### src/rtl/core/lrb_pkg.sv
// Package of types and codes shared by the link reconnect backoff controller.
package lrb_pkg;

    localparam int unsigned TIME_W = 32;
    localparam int unsigned MS_W = 31;
    localparam int unsigned CFG_IDX_W = 2;

    localparam logic [2:0] MODE_TICK = 3'd0;
    localparam logic [2:0] MODE_LINK_UP = 3'd1;
    localparam logic [2:0] MODE_LINK_DOWN = 3'd2;
    localparam logic [2:0] MODE_RECONNECT = 3'd3;
    localparam logic [2:0] MODE_START_FAILED = 3'd4;

    localparam logic [CFG_IDX_W-1:0] CFG_INITIAL_RETRY = 2'd0;
    localparam logic [CFG_IDX_W-1:0] CFG_MAX_RETRY = 2'd1;
    localparam logic [CFG_IDX_W-1:0] CFG_ATTEMPT_TIMEOUT = 2'd2;
    localparam logic [CFG_IDX_W-1:0] CFG_SETTLE = 2'd3;

    typedef struct packed {
        logic [2:0]        mode;
        logic [TIME_W-1:0] now_ms;
        logic              link_up;
        logic              have_credentials;
        logic              scan_busy;
    } lrb_item_t;

    typedef struct packed {
        logic              cmd_connect;
        logic              cmd_disconnect;
        logic              notify_up;
        logic              notify_down;
        logic              attempt_active;
        logic [TIME_W-1:0] event_epoch;
        logic [MS_W-1:0]   current_backoff_ms;
    } lrb_result_t;

    typedef struct packed {
        logic [MS_W-1:0] initial_retry_ms;
        logic [MS_W-1:0] max_retry_ms;
        logic [MS_W-1:0] attempt_timeout_ms;
        logic [MS_W-1:0] settle_ms;
    } lrb_cfg_t;

    typedef struct packed {
        logic              restart_requested;
        logic              attempting;
        logic              restart_pending;
        logic              was_up;
        logic              next_try_valid;
        logic [MS_W-1:0]   backoff_ms;
        logic [TIME_W-1:0] restart_time;
        logic [TIME_W-1:0] next_try_time;
        logic [TIME_W-1:0] attempt_start_time;
        logic [TIME_W-1:0] epoch_count;
    } lrb_state_t;

endpackage

### src/rtl/core/lrb_chan_if.sv
// Valid/ready channel interface carrying one payload per transaction.
interface lrb_chan_if #(
    parameter type payload_t = logic
);
    logic     valid;
    logic     ready;
    payload_t payload;

    modport source (output valid, output payload, input ready);
    modport sink (input valid, input payload, output ready);
endinterface

### src/rtl/core/lrb_cfg_regs.sv
// Configuration register file of the link reconnect backoff controller.
module lrb_cfg_regs (
    input  logic                          clk,
    input  logic                          rst_n,
    input  logic                          wr_en,
    input  logic [lrb_pkg::CFG_IDX_W-1:0] wr_index,
    input  logic [lrb_pkg::MS_W-1:0]      wr_data,
    output lrb_pkg::lrb_cfg_t             cfg
);
    import lrb_pkg::*;

    lrb_cfg_t cfg_reg;

    always_ff @(posedge clk or negedge rst_n)
    begin
        if (!rst_n)
        begin
            cfg_reg.initial_retry_ms <= MS_W'(1000);
            cfg_reg.max_retry_ms <= MS_W'(60000);
            cfg_reg.attempt_timeout_ms <= MS_W'(15000);
            cfg_reg.settle_ms <= MS_W'(500);
        end
        else if (wr_en)
        begin
            case (wr_index)
                CFG_INITIAL_RETRY: cfg_reg.initial_retry_ms <= wr_data;
                CFG_MAX_RETRY: cfg_reg.max_retry_ms <= wr_data;
                CFG_ATTEMPT_TIMEOUT: cfg_reg.attempt_timeout_ms <= wr_data;
                CFG_SETTLE: cfg_reg.settle_ms <= wr_data;
                default: cfg_reg <= cfg_reg;
            endcase
        end
    end

    assign cfg = cfg_reg;

endmodule

### src/rtl/core/lrb_step.sv
// Next-state and result logic for one item of the reconnect controller.
module lrb_step (
    input  lrb_pkg::lrb_item_t   item,
    input  lrb_pkg::lrb_state_t  state,
    input  lrb_pkg::lrb_cfg_t    cfg,
    output lrb_pkg::lrb_state_t  state_next,
    output lrb_pkg::lrb_result_t result
);
    import lrb_pkg::*;

    function automatic logic reached(logic [TIME_W-1:0] now, logic [TIME_W-1:0] deadline);
        logic [TIME_W-1:0] diff;
        diff = now - deadline;
        return !diff[TIME_W-1];
    endfunction

    function automatic lrb_state_t schedule(lrb_state_t s, logic [TIME_W-1:0] t,
                                            logic [MS_W-1:0] cap);
        lrb_state_t        r;
        logic [TIME_W-1:0] dbl;
        r = s;
        dbl = {s.backoff_ms, 1'b0};
        if (!s.restart_pending && !(s.next_try_valid && !reached(t, s.next_try_time)))
        begin
            r.next_try_time = t + {1'b0, s.backoff_ms};
            r.next_try_valid = 1'b1;
            r.backoff_ms = (dbl < {1'b0, cap}) ? dbl[MS_W-1:0] : cap;
        end
        return r;
    endfunction

    lrb_state_t        st;
    logic              conn;
    logic              disc;
    logic              nup;
    logic              ndown;
    logic              active;
    logic [TIME_W-1:0] age;

    assign age = item.now_ms - state.attempt_start_time;

    always_comb
    begin
        st = state;
        conn = 1'b0;
        disc = 1'b0;
        nup = 1'b0;
        ndown = 1'b0;
        active = state.attempting || item.link_up;
        case (item.mode)
            MODE_TICK:
            begin
                if (st.restart_requested)
                begin
                    st.restart_requested = 1'b0;
                    st.attempting = 1'b0;
                    st.restart_pending = 1'b1;
                    st.backoff_ms = cfg.initial_retry_ms;
                    st.next_try_valid = 1'b0;
                    if (active)
                    begin
                        disc = 1'b1;
                        st.restart_time = item.now_ms + {1'b0, cfg.settle_ms};
                    end
                    else
                    begin
                        st.restart_time = item.now_ms;
                    end
                end
                if (!item.have_credentials)
                begin
                    st.attempting = 1'b0;
                    st.restart_pending = 1'b0;
                    st.next_try_valid = 1'b0;
                end
                else if (item.link_up)
                begin
                    st = st;
                end
                else if (st.restart_pending)
                begin
                    if (!item.scan_busy && reached(item.now_ms, st.restart_time))
                    begin
                        st.restart_pending = 1'b0;
                        st.attempting = 1'b1;
                        st.attempt_start_time = item.now_ms;
                        st.next_try_valid = 1'b0;
                        conn = 1'b1;
                    end
                end
                else if (st.attempting && (age >= {1'b0, cfg.attempt_timeout_ms}))
                begin
                    disc = 1'b1;
                    st.attempting = 1'b0;
                    st = schedule(st, item.now_ms, cfg.max_retry_ms);
                end
                else if (!st.attempting &&
                         (!st.next_try_valid || reached(item.now_ms, st.next_try_time)))
                begin
                    st.attempting = 1'b1;
                    st.attempt_start_time = item.now_ms;
                    st.next_try_valid = 1'b0;
                    conn = 1'b1;
                end
            end
            MODE_LINK_UP:
            begin
                st.epoch_count = state.epoch_count + TIME_W'(1);
                st.attempting = 1'b0;
                st.restart_pending = 1'b0;
                st.next_try_valid = 1'b0;
                st.backoff_ms = cfg.initial_retry_ms;
                nup = !state.was_up;
                st.was_up = 1'b1;
            end
            MODE_LINK_DOWN:
            begin
                st.epoch_count = state.epoch_count + TIME_W'(1);
                st.attempting = 1'b0;
                ndown = state.was_up;
                st.was_up = 1'b0;
                if (item.have_credentials)
                begin
                    st = schedule(st, item.now_ms, cfg.max_retry_ms);
                end
            end
            MODE_RECONNECT:
            begin
                st.restart_requested = 1'b1;
            end
            MODE_START_FAILED:
            begin
                if (state.attempting)
                begin
                    st.attempting = 1'b0;
                    st = schedule(st, state.attempt_start_time, cfg.max_retry_ms);
                end
            end
            default:
            begin
                st = state;
            end
        endcase
    end

    assign state_next = st;
    assign result.cmd_connect = conn;
    assign result.cmd_disconnect = disc;
    assign result.notify_up = nup;
    assign result.notify_down = ndown;
    assign result.attempt_active = st.attempting;
    assign result.event_epoch = st.epoch_count;
    assign result.current_backoff_ms = st.backoff_ms;

endmodule

### src/rtl/core/link_reconnect_backoff_controller.sv
// Top level of the link reconnect backoff controller.
//
//   Channel   Direction  Payload        Transaction
//   items     in         lrb_item_t     one event or tick per transaction
//   results   out        lrb_result_t   one result per accepted item
//   cfg_*     in         31-bit data    one register write per enabled edge
//
// One item per cycle sustained while results are taken; each result passes through
// the input register and the result register around the update logic.
// Reset clears the controller state to a pending restart request and loads the
// register defaults. A stalled result holds the item in the input register, and
// the input side stays ready while the input register can move on.
module link_reconnect_backoff_controller (
    input  logic                          clk,
    input  logic                          rst_n,
    input  logic                          cfg_wr_en,
    input  logic [lrb_pkg::CFG_IDX_W-1:0] cfg_index,
    input  logic [lrb_pkg::MS_W-1:0]      cfg_wr_data,
    lrb_chan_if.sink                      items,
    lrb_chan_if.source                    results
);
    import lrb_pkg::*;

    lrb_cfg_t    cfg;
    lrb_state_t  state_reg;
    lrb_state_t  state_next;
    lrb_item_t   s1_item_reg;
    logic        s1_valid_reg;
    lrb_result_t result_next;
    lrb_result_t result_reg;
    logic        out_valid_reg;
    logic        advance;

    lrb_cfg_regs u_cfg (
        .clk      (clk),
        .rst_n    (rst_n),
        .wr_en    (cfg_wr_en),
        .wr_index (cfg_index),
        .wr_data  (cfg_wr_data),
        .cfg      (cfg)
    );

    lrb_step u_step (
        .item       (s1_item_reg),
        .state      (state_reg),
        .cfg        (cfg),
        .state_next (state_next),
        .result     (result_next)
    );

    assign advance = s1_valid_reg && (!out_valid_reg || results.ready);
    assign items.ready = !s1_valid_reg || advance;

    always_ff @(posedge clk)
    begin
        if (items.valid && items.ready)
        begin
            s1_item_reg <= items.payload;
        end
        if (advance)
        begin
            result_reg <= result_next;
        end
    end

    always_ff @(posedge clk or negedge rst_n)
    begin
        if (!rst_n)
        begin
            s1_valid_reg <= 1'b0;
            out_valid_reg <= 1'b0;
            state_reg <= '{restart_requested: 1'b1, default: '0};
        end
        else
        begin
            if (items.ready)
            begin
                s1_valid_reg <= items.valid;
            end
            if (advance)
            begin
                out_valid_reg <= 1'b1;
                state_reg <= state_next;
            end
            else if (results.ready)
            begin
                out_valid_reg <= 1'b0;
            end
        end
    end

    assign results.valid = out_valid_reg;
    assign results.payload = result_reg;

    a_pending_excludes_attempt: assert property (@(posedge clk) disable iff (!rst_n)
        !(state_reg.restart_pending && state_reg.attempting))
        else $error("restart pending while an attempt is active");

    a_connect_implies_active: assert property (@(posedge clk) disable iff (!rst_n)
        out_valid_reg && result_reg.cmd_connect |-> result_reg.attempt_active)
        else $error("connect command without an active attempt");

    a_single_notify: assert property (@(posedge clk) disable iff (!rst_n)
        out_valid_reg |-> !(result_reg.notify_up && result_reg.notify_down))
        else $error("up and down notification in one result");

    a_epoch_only_on_link_events: assert property (@(posedge clk) disable iff (!rst_n)
        advance && s1_item_reg.mode != MODE_LINK_UP && s1_item_reg.mode != MODE_LINK_DOWN
        |=> $stable(state_reg.epoch_count))
        else $error("event epoch changed on an item that is not a link event");

endmodule

### src/flat_wrapper.sv
// flat-port wrapper written by rule: the top's interface ports become plain ports
module link_reconnect_backoff_controller_flat import lrb_pkg::*;
  (clk, rst_n, cfg_wr_en, cfg_index, cfg_wr_data, items_valid, items_payload, items_ready, results_valid, results_payload, results_ready);
  lrb_chan_if #(.payload_t(lrb_item_t)) items_i ();
  lrb_chan_if #(.payload_t(lrb_result_t)) results_i ();
  input  logic clk;
  input  logic rst_n;
  input  logic cfg_wr_en;
  input  logic [lrb_pkg::CFG_IDX_W-1:0] cfg_index;
  input  logic [lrb_pkg::MS_W-1:0] cfg_wr_data;
  input wire logic [$bits(items_i.valid)-1:0] items_valid;
  input wire logic [$bits(items_i.payload)-1:0] items_payload;
  output wire logic [$bits(items_i.ready)-1:0] items_ready;
  output wire logic [$bits(results_i.valid)-1:0] results_valid;
  output wire logic [$bits(results_i.payload)-1:0] results_payload;
  input wire logic [$bits(results_i.ready)-1:0] results_ready;
  assign items_i.valid = items_valid;
  assign items_i.payload = items_payload;
  assign items_ready = items_i.ready;
  assign results_valid = results_i.valid;
  assign results_payload = results_i.payload;
  assign results_i.ready = results_ready;
  link_reconnect_backoff_controller u_core (.clk(clk), .rst_n(rst_n), .cfg_wr_en(cfg_wr_en), .cfg_index(cfg_index), .cfg_wr_data(cfg_wr_data), .items(items_i), .results(results_i));
endmodule
### config.mk
export PLATFORM = sky130hd
export DESIGN_NAME = link_reconnect_backoff_controller_flat
export DESIGN_NICKNAME = d
export VERILOG_FILES = /design/src/rtl/core/lrb_pkg.sv /design/src/rtl/core/lrb_chan_if.sv /design/src/rtl/core/lrb_cfg_regs.sv /design/src/rtl/core/lrb_step.sv /design/src/rtl/core/link_reconnect_backoff_controller.sv /design/src/flat_wrapper.sv
export SDC_FILE = /design/constraint.sdc
export NUM_CORES = 1
export LEC_CHECK = 0
export BUFFER_PORTS_ARGS = -buffer_cell sky130_fd_sc_hd__buf_2
export CAP_MARGIN = 20
export CELL_PAD_IN_SITES_DETAIL_PLACEMENT = 2
export CELL_PAD_IN_SITES_GLOBAL_PLACEMENT = 2
export CORE_MARGIN = 8
export CORE_UTILIZATION = 42
export DETAILED_ROUTE_END_ITERATION = 7
export PLACE_DENSITY = 0.88
export SYNTH_ARGS = -nofsm -noshare
export SYNTH_HDL_FRONTEND = slang
export SYNTH_HIERARCHICAL = 1
export SYNTH_SLANG_ARGS = --single-unit
### constraint.sdc
create_clock -name clk -period 6.8 [get_ports clk]
set_input_delay 1.36 -clock clk [delete_from_list [all_inputs] [get_ports clk]]
set_output_delay 1.36 -clock clk [all_outputs]
set_load 0.005 [all_outputs]
## Word level (Yosys, flattened, before mapping)

Index checks and enable logic that the tools add are counted.
W data, S select, Z words.

| operators by class | value |
|---|---|
| order comparisons | 3 |
| bitwise gates (word level) | 5 |
| add/sub/neg operators | 9 |
| eq/ne operators | 18 |
| mux-type cells | 50 |
| reduce and logical (&&, ||, !) cells | 49 |

Operator list:

| kind | count |
|---|---|
| $mux W32 | 11 |
| $mux W160 | 2 |
| $pmux W96 S3 | 1 |
| $mux W95 | 2 |
| $mux W163 | 1 |
| $mux W159 | 1 |
| $pmux W35 S4 | 1 |
| $add A32 B31 Y32 | 4 |
| $mux W64 | 2 |
| $pmux W32 S4 | 1 |
| $sub A32 B32 Y32 | 4 |
| $lt A32 B31 Y1 | 2 |
| $mux W31 | 2 |
| $add A32 B1 Y32 const B | 1 |
| $ge A32 B31 Y1 | 1 |
| $mux W1 | 20 |
| $reduce_and A4 Y1 | 4 |
| $ne A2 B2 Y1 const B | 7 |
| $logic_not A1 Y1 | 13 |
| $logic_and A1 B1 Y1 | 11 |
| $reduce_and A11 Y1 | 1 |
| $reduce_bool A2 Y1 | 5 |
| $reduce_and A9 Y1 | 1 |
| $mux W2 | 4 |
| other kinds (17) | 32 |

| word-level totals | value |
|---|---|
| input bits | 76 |
| bits in registers | 396 |

## Logic depth before layout (Yosys ltp)

| logic depth | value |
|---|---|
| depth in word-level cells | 13 |
| depth in mapped cells | 29 |
| mapped depth without buffers | 26 |

## Hierarchy

The synthesis kept the hierarchy.

By module, submodules not included:

| module | sequential area each (um^2) | cells an instance | times used | area an instance (um^2) |
|---|---|---|---|---|
| lrb_step | 0.0 | 2566 | 1 | 18169.9 |
| link_reconnect_backoff_controller | 7338.3 | 460 | 1 | 10023.4 |
| lrb_cfg_regs | 3135.5 | 264 | 1 | 4631.9 |

## Least setup slack after synthesis

Ideal clock, no wire load.

| timing | value |
|---|---|
| kind | register to register |
| from | register u_core/s1_item_reg[3] in the netlist's numbering |
| to | register u_core/state_reg[134] in the netlist's numbering |
| arrival time | 5.362 ns |
| period minus slack after synthesis | 5.487 ns |
| setup slack | 1.313 ns |
| cell stages (with the launch flop) | 29 |
| path through | edfxtp_1 -> inv_1 -> ha_1 -> inv_1 -> fa_1 -> a21o_1 -> a21oi_1 -> o21ai_1 -> a21oi_1 -> o21ai_1 -> nand3_1 -> a21boi_1 -> a221o_1 -> o211a_1 -> a311o_1 -> ha_1 -> nand3_1 -> nor2_1 -> nand2_1 -> or2_2 -> o211ai_1 -> mux2_2 -> buf_2 -> buf_2 -> a21oi_1 -> a2111oi_0 -> nor2_1 -> buf_4 -> mux2_4 |

RTL lines:

| what | RTL line | source |
|---|---|---|
| start, declared | link_reconnect_backoff_controller.sv:27 | `lrb_item_t s1_item_reg;` |
| start signal, assigned | link_reconnect_backoff_controller.sv:58 | `s1_item_reg <= items.payload;` |
| end signal, assigned | link_reconnect_backoff_controller.sv:83 | `state_reg <= state_next;` |
| end, declared | link_reconnect_backoff_controller.sv:25 | `lrb_state_t state_reg;` |

==> results.toml <==
[floorplanning]
die_x_um = 296
fp.dieArea_um2 = 87400
initial_core_util_pct = 42.4
io_pins = 146
rows = 102
placeableCoreArea_um2 = 77500
die_h_um = 296

[synth]
syn_inst = 3290
avgSynthCellArea_um2 = 9.98
synth_seq_cells = 396
ys_warn_count = 6
synth-edff-count = 106
yosys_most_used_dff = "dfrtp_1"
ys_seq_area_share_pct = 31.9
syn-num-nets = 3708
async_reset_ff_share_pct = 73.2
synth_top_cell_by_area = "dfrtp_1"
netlist.area_leader.share_pct = 20.0
synth_cell_types = 97
syn-cell-area_um2 = 32800
synth_area_leaders = "dfrtp_1 (20%), ha_1 (13%), edfxtp_1 (9.7%)"

[detailed_routing]
via_count = 32300
viasPerCell = 7.22
first_pass_iters = 6
routed_wirelength_um = 178000
detail-route-antenna-nets = 0
drcViolationCount = 0
drt_iter0_drc = 3528
avgRoutedWirePerCell_um = 39.8

[min_path]
hold_end = "u_core/u_cfg/cfg[36]$_DFFE_PN0P_"
worstHoldPathType = "flop to flop"
hold_depth = 1
hp-start = "u_core/u_cfg/cfg[36]$_DFFE_PN0P_"

[global_routing]
top_usage_layer = "met2"
met2_usage_pct = 58.3
grt_pass1_vias = 34500
met1_usage_pct = 37.3
track_usage_pct = 34.3
grt-ovfl-total = 0
use_met3_pct = 7.00
grt_max_degree = 131
antenna_found_initial = 20
grt_pass1_wl_um = 229000

[pwr]
p_total_uw = 17100
p_sw_uw = 8720
seq_power_share_pct = 23.5
p_int_uw = 8420
clkPwrFrac_pct = 16.6
power_leakage_uw = 0.0163
powerDensity_nw_per_um2 = 473
switching_share_pct = 50.9
ir_worst_vdd_mv = 0.241
combPwrFrac_pct = 60.0

[sta]
setup_violations = 113
relSlewSlack_pct = 8.27
fin_skew_ns = 0.0409
fmax_mhz = 130
setup_slack_ns = -0.875
period_minus_slack_ns = 7.67
report.final.slew_viol_count = 0
fin_crit_sh_pct = 113
timing.setup.tns_ns = -28.29
hold_violations = 0
worstMarginPinSlew_ns = 1.34

[setup_path]
cp-start-kind = "flop"
r2r-end = "u_core/state_reg[71]$_DFFE_PN0P_"
ff2ff_setup_slack_ns = -0.87
cp.arrival_ns = 8.20
end_kind = "flop"
crit_type = "flop to flop"
required_ns = 7.32
crit_fanout = 7
r2r-start = "u_core/s1_item_reg[4]$_DFFE_PP_"
reg2reg_depth = 26

[final_layout]
regArea_um2 = 10500
largest_reg_flops = 164
fill_cells = 7912
nets = 3793
multi_input_area_um2 = 20800
mostFrequentLayoutCells = "ha_1 (337), dfrtp_1 (261), a21oi_1 (224)"
syn_to_final_growth_pct = 10.4
final_common_cell = "ha_1"
post_route_cells_drive_above_1_share_pct = 22.5

[cts]
htreeDepth = 2
cts_hold_buf = 0
clk_latency_ns = 0.64
cts_tree = "done"
cts_root_buf = "clkbuf_16"
clkTransAtPathRegs_ns = 0.07
cts.sinks = 396
cts_buffer_depth = 3
numCtsBuffers = 49

[placed_design]
hpwl_um = 97700
port_buffers = 145
finalWeightedCongestion = 0.953

[outcome]
violations = "setup timing"
status = "complete, but fails checks"

[run]
drv_cap = 0
metrics by stage:
step / worst slack, ns / cell area, µm² / hold WS (ns) / instances / util, %
after floorplan: 1.31 / 32800 / 0.457 / 3290 / -
after global placement: 0.481 / 34300 / 0.470 / 4344 / 44.2
after detailed placement: -0.0211 / 34300 / 0.497 / 4344 / 44.2
after CTS: 0.00698 / 36000 / 0.510 / 4439 / 46.4
after global routing: -0.704 / 36200 / 0.527 / 4460 / 46.8
final: -0.875 / 36300 / 0.511 / 4471 / 46.8
layer usage:
metal	routed length, µm	vias to the layer above
met5	125	-
met4	19000	18
met3	17400	1316
met2	81200	2607
met1	60500	16000
li1	-	12300
Yosys cell counts (all sizes together), types with 19 or more instances:
library cell  number
and3              24
inv              165
dfstp             27
o21a              31
a21o             123
nand2b            34
mux2i             81
nor3              71
o211ai            30
a21oi            237
xor2              63
o21bai            19
dfrtp            263
ha               337
a2111oi           39
buf              121
a31oi             20
nand4             38
o21ai            193
a211oi            30
xnor2             96
nand2            193
clkbuf            73
nand3             66
nor2b             26
mux2             356
nor2             189
edfxtp           106
worst max path at each step:
stage                                    start                           endpoint  slack, ns
2_1_floorplan  u_core/s1_item_reg[3]$_DFFE_PP_  u_core/state_reg[134]$_DFFE_PN0P_       1.31
3_3_place_gp   u_core/s1_item_reg[3]$_DFFE_PP_   u_core/state_reg[50]$_DFFE_PN0P_       0.48
3_5_place_dp   u_core/s1_item_reg[3]$_DFFE_PP_   u_core/state_reg[50]$_DFFE_PN0P_      -0.02
4_1_cts        u_core/s1_item_reg[5]$_DFFE_PP_   u_core/state_reg[50]$_DFFE_PN0P_      0.007
5_1_grt        u_core/s1_item_reg[3]$_DFFE_PP_   u_core/state_reg[71]$_DFFE_PN0P_      -0.70
6_report       u_core/s1_item_reg[4]$_DFFE_PP_   u_core/state_reg[71]$_DFFE_PN0P_      -0.87
worst max-delay path, stage by stage, from the launching register on:
cell,delay (ns)
edfxtp_1,0.50
buf_4,0.19
ha_1,0.29
nor2b_1,0.16
o2111a_1,0.33
o31ai_2,0.56
a21oi_2,0.21
o31ai_2,0.38
o21ba_2,0.25
o21bai_1,0.09
a21oi_1,0.30
o21ai_0,0.16
o31ai_1,0.16
ha_1,0.35
a21o_1,0.21
a21oi_1,0.25
o221ai_1,0.23
a21oi_2,0.28
o211ai_1,0.16
buf_4,0.19
mux2i_4,0.34
buf_4,0.19
buf_4,0.16
nor2_4,0.10
a211oi_1,0.95
a211oi_1,0.18
mux2_4,0.33
power by group through the flow:
| stage | clock network (µW) | logic (µW) | registers (µW) |
|---|---|---|---|
| final | 2840 | 10300 | 4020 |
| after global routing | 2940 | 10400 | 4040 |
| after CTS | 2800 | 9010 | 3910 |
| after detailed placement | 0 | 8350 | 3900 |
| after global placement | 0 | 7630 | 3830 |
| after floorplan | 0 | 6000 | 3480 |
final cells by class:
type	count	area share [%]
sequential	396	28.9
clock buffer	68	3.69
multi-input combinational	2535	57.2
inverter	165	1.71
clock inverter	23	0.756
tap	1040	3.59
antenna	16	0.110
timing repair buffer	228	4.00
what timing repair did:
item | 4_1_cts | 5_1_grt
pin swaps | 0 | 3
setup buffers | 4 | 16
hold endpoints to repair | 0 | 0
endpoints found under the setup margin | 122 | 113
gates resized for setup | 21 | 35
logic make-up after synthesis:
logic type | after synthesis | share of synthesized area [%]
fa+ha+maj | 342 | 13.2
compound gates | 874 | 17.6
mux | 437 | 16.7
xor+xnor | 159 | 4.24
buf+inv | 359 | 5.65
simple gates | 723 | 10.7
flops | 396 | 31.9
Note: power is estimated with default switching activity, not from simulation.
